`src/rtl/core/rmq_pkg.sv`:
```
// Shared types for the rotation matrix to quaternion core.
// No dependencies.
package rmq_pkg;

  // Which Shepperd branch produced a quaternion
  typedef enum logic [1:0] {
    BR_TRACE = 2'd0,
    BR_ROW0  = 2'd1,
    BR_ROW1  = 2'd2,
    BR_ROW2  = 2'd3
  } branch_e;

endpackage

```
`src/rtl/core/rmq_fifo.sv`:
```
// Small first-word-fall-through queue, power-of-two depth.
// No dependencies.
module rmq_fifo #(
  parameter int unsigned WIDTH = 8,
  parameter int unsigned DEPTH = 4
) (
  input  logic             clk_i,
  input  logic             rst_ni,
  input  logic             wr_i,
  input  logic [WIDTH-1:0] wdata_i,
  output logic             full_o,
  input  logic             rd_i,
  output logic [WIDTH-1:0] rdata_o,
  output logic             empty_o
);

  localparam int unsigned AW = $clog2(DEPTH);

  logic [WIDTH-1:0] mem [DEPTH];
  logic [AW-1:0]    wptr_q, rptr_q;
  logic [AW:0]      cnt_q;
  logic             do_wr, do_rd;

  assign full_o  = (cnt_q == (AW+1)'(DEPTH));
  assign empty_o = (cnt_q == '0);
  assign do_wr   = wr_i && !full_o;
  assign do_rd   = rd_i && !empty_o;
  assign rdata_o = mem[rptr_q];

  always_ff @(posedge clk_i or negedge rst_ni) begin
    if (!rst_ni) begin
      wptr_q <= '0;
      rptr_q <= '0;
      cnt_q  <= '0;
    end else begin
      if (do_wr) wptr_q <= wptr_q + 1'b1;
      if (do_rd) rptr_q <= rptr_q + 1'b1;
      if (do_wr && !do_rd) cnt_q <= cnt_q + 1'b1;
      else if (!do_wr && do_rd) cnt_q <= cnt_q - 1'b1;
    end
  end

  always_ff @(posedge clk_i) begin
    if (do_wr) mem[wptr_q] <= wdata_i;
  end

endmodule

```
`src/rtl/core/rmq_front.sv`:
```
// Front end: picks the branch, forms the clamped radicand and the three
// numerators, and queues them for the back end. Uses rmq_pkg, rmq_fifo.
module rmq_front
  import rmq_pkg::*;
#(
  parameter int unsigned W  = 16,
  parameter int unsigned F  = 14,
  parameter int unsigned QW = 2 + (W + 2) + 3 * (W + 1)
) (
  input  logic            clk_i,
  input  logic            rst_ni,
  input  logic            push_i,
  input  logic [9*W-1:0]  mat_i,
  output logic            full_o,
  input  logic            q_pop_i,
  output logic [QW-1:0]   q_data_o,
  output logic            q_empty_o
);

  localparam int unsigned RADW = W + 3;
  localparam int unsigned RADU = W + 2;

  logic signed [RADW-1:0] m [9];
  logic signed [RADW-1:0] trace, rad, n0, n1, n2;
  logic [RADU-1:0]        radu;
  branch_e                sel;

  for (genvar k = 0; k < 9; k++) begin : g_ext
    assign m[k] = RADW'($signed(mat_i[k*W +: W]));
  end

  // m index = 3*row + col
  always_comb begin
    trace = m[0] + m[4] + m[8];
    if (trace > 0) begin
      sel = BR_TRACE;
      rad = RADW'(1 << F) + trace;
      n0  = m[7] - m[5];
      n1  = m[2] - m[6];
      n2  = m[3] - m[1];
    end else if (m[0] > m[4] && m[0] > m[8]) begin
      sel = BR_ROW0;
      rad = RADW'(1 << F) + m[0] - m[4] - m[8];
      n0  = m[1] + m[3];
      n1  = m[2] + m[6];
      n2  = m[7] - m[5];
    end else if (m[4] > m[8]) begin
      sel = BR_ROW1;
      rad = RADW'(1 << F) + m[4] - m[0] - m[8];
      n0  = m[1] + m[3];
      n1  = m[5] + m[7];
      n2  = m[2] - m[6];
    end else begin
      sel = BR_ROW2;
      rad = RADW'(1 << F) + m[8] - m[0] - m[4];
      n0  = m[2] + m[6];
      n1  = m[5] + m[7];
      n2  = m[3] - m[1];
    end
    // non-orthonormal input: clamp radicand to one LSB
    if (rad <= 0) radu = RADU'(1);
    else          radu = rad[RADU-1:0];
  end

  rmq_fifo #(
    .WIDTH (QW),
    .DEPTH (4)
  ) u_queue (
    .clk_i   (clk_i),
    .rst_ni  (rst_ni),
    .wr_i    (push_i),
    .wdata_i ({sel, radu, n0[W:0], n1[W:0], n2[W:0]}),
    .full_o  (full_o),
    .rd_i    (q_pop_i),
    .rdata_o (q_data_o),
    .empty_o (q_empty_o)
  );

endmodule

```
`config.mk`:
```
export PLATFORM = sky130hd
export DESIGN_NAME = rmq_front
export DESIGN_NICKNAME = d
export VERILOG_FILES = /design/src/rtl/core/rmq_pkg.sv /design/src/rtl/core/rmq_fifo.sv /design/src/rtl/core/rmq_front.sv
export SDC_FILE = /design/constraint.sdc
export NUM_CORES = 1
export LEC_CHECK = 0
export ABC_AREA = 0
export BUFFER_PORTS_ARGS = -buffer_cell sky130_fd_sc_hd__buf_2
export CORE_UTILIZATION = 45
export CTS_CLUSTER_SIZE = 40
export DETAILED_ROUTE_END_ITERATION = 10
export MAX_ROUTING_LAYER = met4
export PLACE_DENSITY = 0.63
export REMOVE_ABC_BUFFERS = 1
export SYNTH_ARGS = -nofsm -noshare
export SYNTH_HDL_FRONTEND = slang
export SYNTH_SLANG_ARGS = --single-unit
```
`constraint.sdc`:
```
create_clock -name clk_i -period 3.5 [get_ports clk_i]
set_clock_uncertainty 0.1 [all_clocks]
set_input_delay 1.05 -clock clk_i [delete_from_list [all_inputs] [get_ports clk_i]]
set_output_delay 1.05 -clock clk_i [all_outputs]
set_load 0.01 [all_outputs]
```
# Word level (Yosys, flattened, before mapping)
# Memories as Yosys holds them, arrays and structs flattened.
# Index checks and enable logic that the tools add are counted.
# W data, S select, Z words.
[totals] output_inout_bits=73 elab_cells=62 memories=1 mem_bits_rw=284 inputBits=148 regBits=7
[classes] n_reduce_logical=11 n_eq_ne=1 add_sub_neg=22 muxes=19 order_cmp=5
[mem_list] memory="u_queue.mem" words=4 word_bits=71 rd=1 rd_clocked_by_memory_dff=0 write_ports=1 line_no="rmq_fifo.sv:19" rtl="logic [WIDTH-1:0] mem [DEPTH];"
[op_table] operator="$mux W17" n=8
[op_table] operator="$add A16 B16 Y17" n=4
[op_table] operator="$mux W19" n=3
[op_table] operator="$sub A18 B16 Y19" n=3
[op_table] operator="$sub A17 B16 Y18" n=3
[op_table] operator="$add A16 B16 Y17 const A" n=3
[op_table] operator="$sub A16 B16 Y17" n=3
[op_table] operator="$gt A16 B16 Y1" n=3
[op_table] operator="$add A16 B18 Y19 const A" n=1
[op_table] operator="$le A19 B1 Y1 const B" n=1
[op_table] operator="$add A17 B16 Y18" n=1
[op_table] operator="$gt A18 B1 Y1 const B" n=1
[op_table] operator="$mux W18" n=1
[op_table] operator="$mux W3" n=2
[op_table] operator="$logic_and A1 B1 Y1" n=5
[op_table] operator="$add A2 B1 Y2 const B" n=2
[op_table] operator="$logic_not A1 Y1" n=4
[op_table] operator="$mux W2" n=2
[op_table] operator="$add A3 B1 Y3 const B" n=1
[op_table] operator="$eq A3 B3 Y1 const B" n=1
[op_table] operator="$logic_not A3 Y1" n=1
[op_table] operator="$mux W1" n=3
[op_table] operator="$sub A3 B1 Y3 const B" n=1
[op_table] operator="$reduce_bool A2 Y1" n=1

# Longest topological paths before layout
[logic_depth] ltp_word=8 mapped_depth=22 mapped_depth_nobuf=21

# By module
# A second synthesis with hierarchy kept.
[hier_totals] cells_unflattened=2113 area_unflattened_um2=23719.0
[by_module_without_submodules] module="rmq_front" area_per_inst_um2=12974.9 cells_each=1706 n_inst=1 seq_area_each_um2=0.0
[by_module_without_submodules] module="rmq_fifo" area_per_inst_um2=10744.1 cells_each=407 n_inst=1 seq_area_each_um2=8703.3

# Least setup slack after synthesis
# Ideal clock, no wire load.
[synth_path] path_kind="input to register" start="in mat_i[9]" end="mem u_queue.mem[0][33] (netlist name) (data pin)" required_ps=3115 setup_slack_ps=-1638 n_path_buf=2 arrival_time_ps=4753 path_stages=21 setup_ps=285 cell_sequence="fa_1 > ha_1 > clkbuf_1 > a21o_1 > a21oi_1 > o22ai_1 > nor3_1 > o21bai_1 > a21o_1 > a21oi_1 > xnor2_1 > inv_1 > ha_1 > nand2b_1 > a2111oi_4 > a21o_1 > buf_4 > nand2_2 > a21o_1 > o22ai_1 > a21oi_1"
[synth_via] elab_chain_len=4 elab_cells_between_ends=8 classes_between="add/sub (2); order compare (3); mux (2); reduce/logical (1)"
[synth_lines] element="start, declared" line_no="rmq_front.sv:13" rtl="input logic [9*W-1:0] mat_i,"
[synth_lines] element="$add A16 B16 Y17 or $gt A16 B16 Y1 (tied branches)" line_no="rmq_front.sv:34, rmq_front.sv:41"
[synth_lines] element="$add A17 B16 Y18 or $logic_and A1 B1 Y1 (tied branches)" line_no="rmq_front.sv:34, rmq_front.sv:41"
[synth_lines] element="$gt A18 B1 Y1 or $mux W17 (tied branches)" line_no="rmq_front.sv:35, rmq_front.sv:41"
[synth_lines] element="$mux W17 (*)" line_no="rmq_front.sv:35" rtl="if (trace > 0) begin"
[synth_lines] element="via n1[16]" line_no="rmq_front.sv:24" rtl="logic signed [RADW-1:0] trace, rad, n0, n1, n2;"
[synth_lines] element="end, declared" line_no="rmq_fifo.sv:19"
# Mark *: on every way through the listed nets, which the timed path passes. The rest lies on a longest branch.

# Worst setup path in the final report
[layout_path] start="in mat_i[4]" end="mem u_queue.mem[1][51] (netlist name) (data pin)"
[layout_via] elab_chain_len=7 elab_cells_between_ends=19 classes_between="add/sub (10); order compare (4); mux (4); reduce/logical (1)"
[layout_lines] element="$add A16 B16 Y17, or another cell as far along" line_no="rmq_front.sv:43" rtl="rad = RADW'(1 << F) + m[0] - m[4] - m[8];"
[layout_lines] element="$sub A17 B16 Y18, or another cell as far along" line_no="rmq_front.sv:43"
[layout_lines] element="$sub A18 B16 Y19 or $mux W19 (tied branches)" line_no="rmq_front.sv:43, rmq_front.sv:47"
[layout_lines] element="$mux W19" line_no="rmq_front.sv:41" rtl="end else if (m[0] > m[4] && m[0] > m[8]) begin"
[layout_lines] element="$mux W19 (*)" line_no="rmq_front.sv:35"
[layout_lines] element="$le A19 B1 Y1" line_no="rmq_front.sv:61" rtl="if (rad <= 0) radu = RADU'(1);"
[layout_lines] element="$mux W18 (*)" line_no="rmq_front.sv:61"
[layout_lines] element="via radu[0]" line_no="rmq_front.sv:25" rtl="logic [RADU-1:0] radu;"
# Marked as above.

==> run metrics <==
outcome=finished with violations; failing checks=negative setup slack; critical path fanouts, max=7; setup ws final=-1.524 ns; IO Port Bufs=220; synthesized cell area=23590 sq um; Max Fclk=0.1991 GHz; pre-CTS setup slack=-2.243 ns; Register Area=8711 sq um; period utilisation layout=143.5%; I/O pin cnt=221; Critical Path Slowest Stage Cell=fa_1; TritonCTS clock tree=done; highest routed layer=met4; GRT Residual Overflow=0; Post-Syn Instances=2111; global-route wire length before repair=109.8 mm; CP most frequent cell=inv_2; slowest stage delay, CP=0.55 ns; DRT Wirelength=72.91 mm; synth cell count leaders=ha_1 (299), edfxtp_1 (284), inv_1 (224); Sum Neg Setup Slack=-367.58 ns; Final Hold Viols=0; Initial DRT Pass Iterations=6; Startpoint Class=input pin; WL met1=29.97 mm; switching share of power=37.75%; Cell Chain, Critical Path=buf_2 -> inv_2 -> fa_1 -> inv_2 -> ha_4 -> nand3_4 -> a211o_4 -> a211oi_4 -> nor3_2 -> o21bai_1 -> a21o_1 -> a21oi_2 -> xnor2_2 -> inv_1 -> ha_1 -> nand2b_1 -> a2111oi_4 -> buf_4 -> a21o_4 -> buf_12 -> mux2i_2 -> o2111ai_2 -> o21ai_2; WP buf/inv=6; Final Wtd Congestion=0.9228; Initial Util=45.79%; Die Footprint=53340 sq um; antenna fix cells=0; finished layout cell area=31870 sq um; fillers=4229; CTS sink count=291; placed cell areas=29890 sq um; Slew Viols, Final=0; top-area cell type share of the netlist area=36.16%; number of flops mapped to enable cells by yosys=284; leak pwr=14.07 nW; Site Rows=83; core area=51510 sq um; antenna violations before repair=0; clock power share=15.7%; Flop pwr share=28.3%; yosys warns=0; worst-margin pin slew=0.8477 ns; Initial DRC Count=1274; max_cap viols=0; top-count cell post-synth=ha_1; ANT nets after route=0; metal2 WL=37.02 mm; RSZ-0062 raised after global routing=yes; PwrDens=610.1 nW/um^2; Logic pwr share=56.0%; worst skew pair latency=0.56 ns; DR vias/cell=5.368; post-route minimum period=5.024 ns; leading area contributor after synthesis=edfxtp_1; dominant cells by area after synthesis=edfxtp_1 (36%), ha_1 (16%), mux4_2 (6.8%); Rel. slew slack=42.03%; CP endpoint kind=flop; delay-heaviest family, CP=compound AO/OA/AOI/OAI gates; Setup Viol. Count Final=284; flop and latch count out of synthesis=291; internal power=12.10 mW; fin cells=3609; H-tree levels=1; worst endpoint data arrival time=5.29 ns; chip height=230.9 um; overall power=19.44 mW; vias in the first global route=19904; Crit path required time=3.77 ns; CTS max path bufs=3; Layout Nets=3433; Num CTS Buffers=29; P&R area growth vs syn=35.11%; Inst Count DP=3526; post-synth cell types=85; largest net degree at the start of global routing=34; Final Util=61.87%; area of the multi-input gates=14430 sq um; met3 wire length=3.505 mm; Seq/Total Area, Yosys=36.90%; Crit Path Class=in -> reg; dpl hpwl=58.18 mm; die width=230.9 um; syn avg cell area=11.17 sq um; sw power=7.340 mW; Total GRT Usage=27.62%; Worst-path clk slew=0.07 ns; wire per inst=20.20 um; via count=19372; WHS=0.2024 ns; VDD IR max=0.3896 mV; share of layout cells above drive strength 1=37.35%; Remaining DRCs=0; Hold Path Class=in -> async; Top FF cell, synth=edfxtp_1; hold_buf cts=0; ys async rst share=2.405%; clock tree root buffer cell=clkbuf_16
==> repair_timing <==
item / CTS / global route
gates cloned: 2 / 2
pin swaps: 27 / 16
resized for setup: 82 / 90
endpoints found under the hold margin: 0 / 0
endpoints found under the setup margin: 297 / 328
buffers inserted: 24 / 8
==> power by group through the flow <==
stage	clock [mW]	sequential (mW)	combinational, mW
final	3.05	5.50	10.9
after global routing	3.22	5.58	11.7
after CTS	3.10	5.51	10.6
after detailed placement	0	5.58	10.0
after global placement	0	5.52	9.90
after floorplan	0	5.71	5.18
==> kinds of logic (layout without fill, tap and decap cells) <==
logic type | count (synthesis) | after routing | synth area share, %
xor+xnor | 139 | 139 | 5.225
simple gates | 435 | 435 | 9.177
mux | 96 | 96 | 7.877
fa+ha+maj | 378 | 378 | 22.57
compound gates | 479 | 479 | 13.41
flops | 291 | 291 | 36.90
buf+inv | 293 | 1111 | 4.848
==> final cells by class <==
cell class | instances | share of cell area [%]
multi-input cells | 1527 | 45.27
clock buffers | 35 | 2.348
clock inverters | 18 | 0.5811
well taps | 680 | 2.670
repair buffers | 834 | 19.16
flip-flops and latches | 291 | 27.33
inverters | 224 | 2.638
==> layer usage <==
metal / vias to the layer above / track usage [%]
met1: 9465 / 33.46
met3: 113 / 2.026
met5: - / -
met2: 559 / 48.95
li1: 9235 / -
met4: 0 / 8.526
==> registers in the layout, indices dropped and copies added, names as in the netlist <==
register and cells:
u_queue.rptr_q 2, u_queue.mem 284, u_queue.wptr_q 2, u_queue.cnt_q 3
==> placed cells by master (no fill, tap or decap), types with 23 or more instances in the layout <==
cell,instances
a21o_1,25
a21oi_1,123
buf_2,219
buf_4,575
clkbuf_16,31
edfxtp_1,284
fa_1,75
ha_1,294
inv_1,222
mux4_2,71
nand2_1,113
nand2b_1,23
nand3_1,44
nor2_1,91
nor2b_1,34
nor3_1,31
o21ai_0,63
xnor2_1,105
xor2_1,31
==> path summary, 6_finish.rpt <==
kind | from | to | slack (ns) | cells after the start
max | mat_i[4] | u_queue.mem[1][51] | -1.52 | 23
min | rst_ni | u_queue.cnt_q[1] | 0.20 | 1
max reg2reg | u_queue.cnt_q[2] | u_queue.mem[2][30] | 1.10 | 4
min reg2reg | u_queue.cnt_q[2] | u_queue.cnt_q[2] | 0.39 | 1
max in group asynchronous | rst_ni | u_queue.rptr_q[1] | 2.93 | 1
min in group clk_i | u_queue.cnt_q[2] | u_queue.cnt_q[2] | 0.39 | 1
No activity file was read; power rests on OpenSTA's default activity.
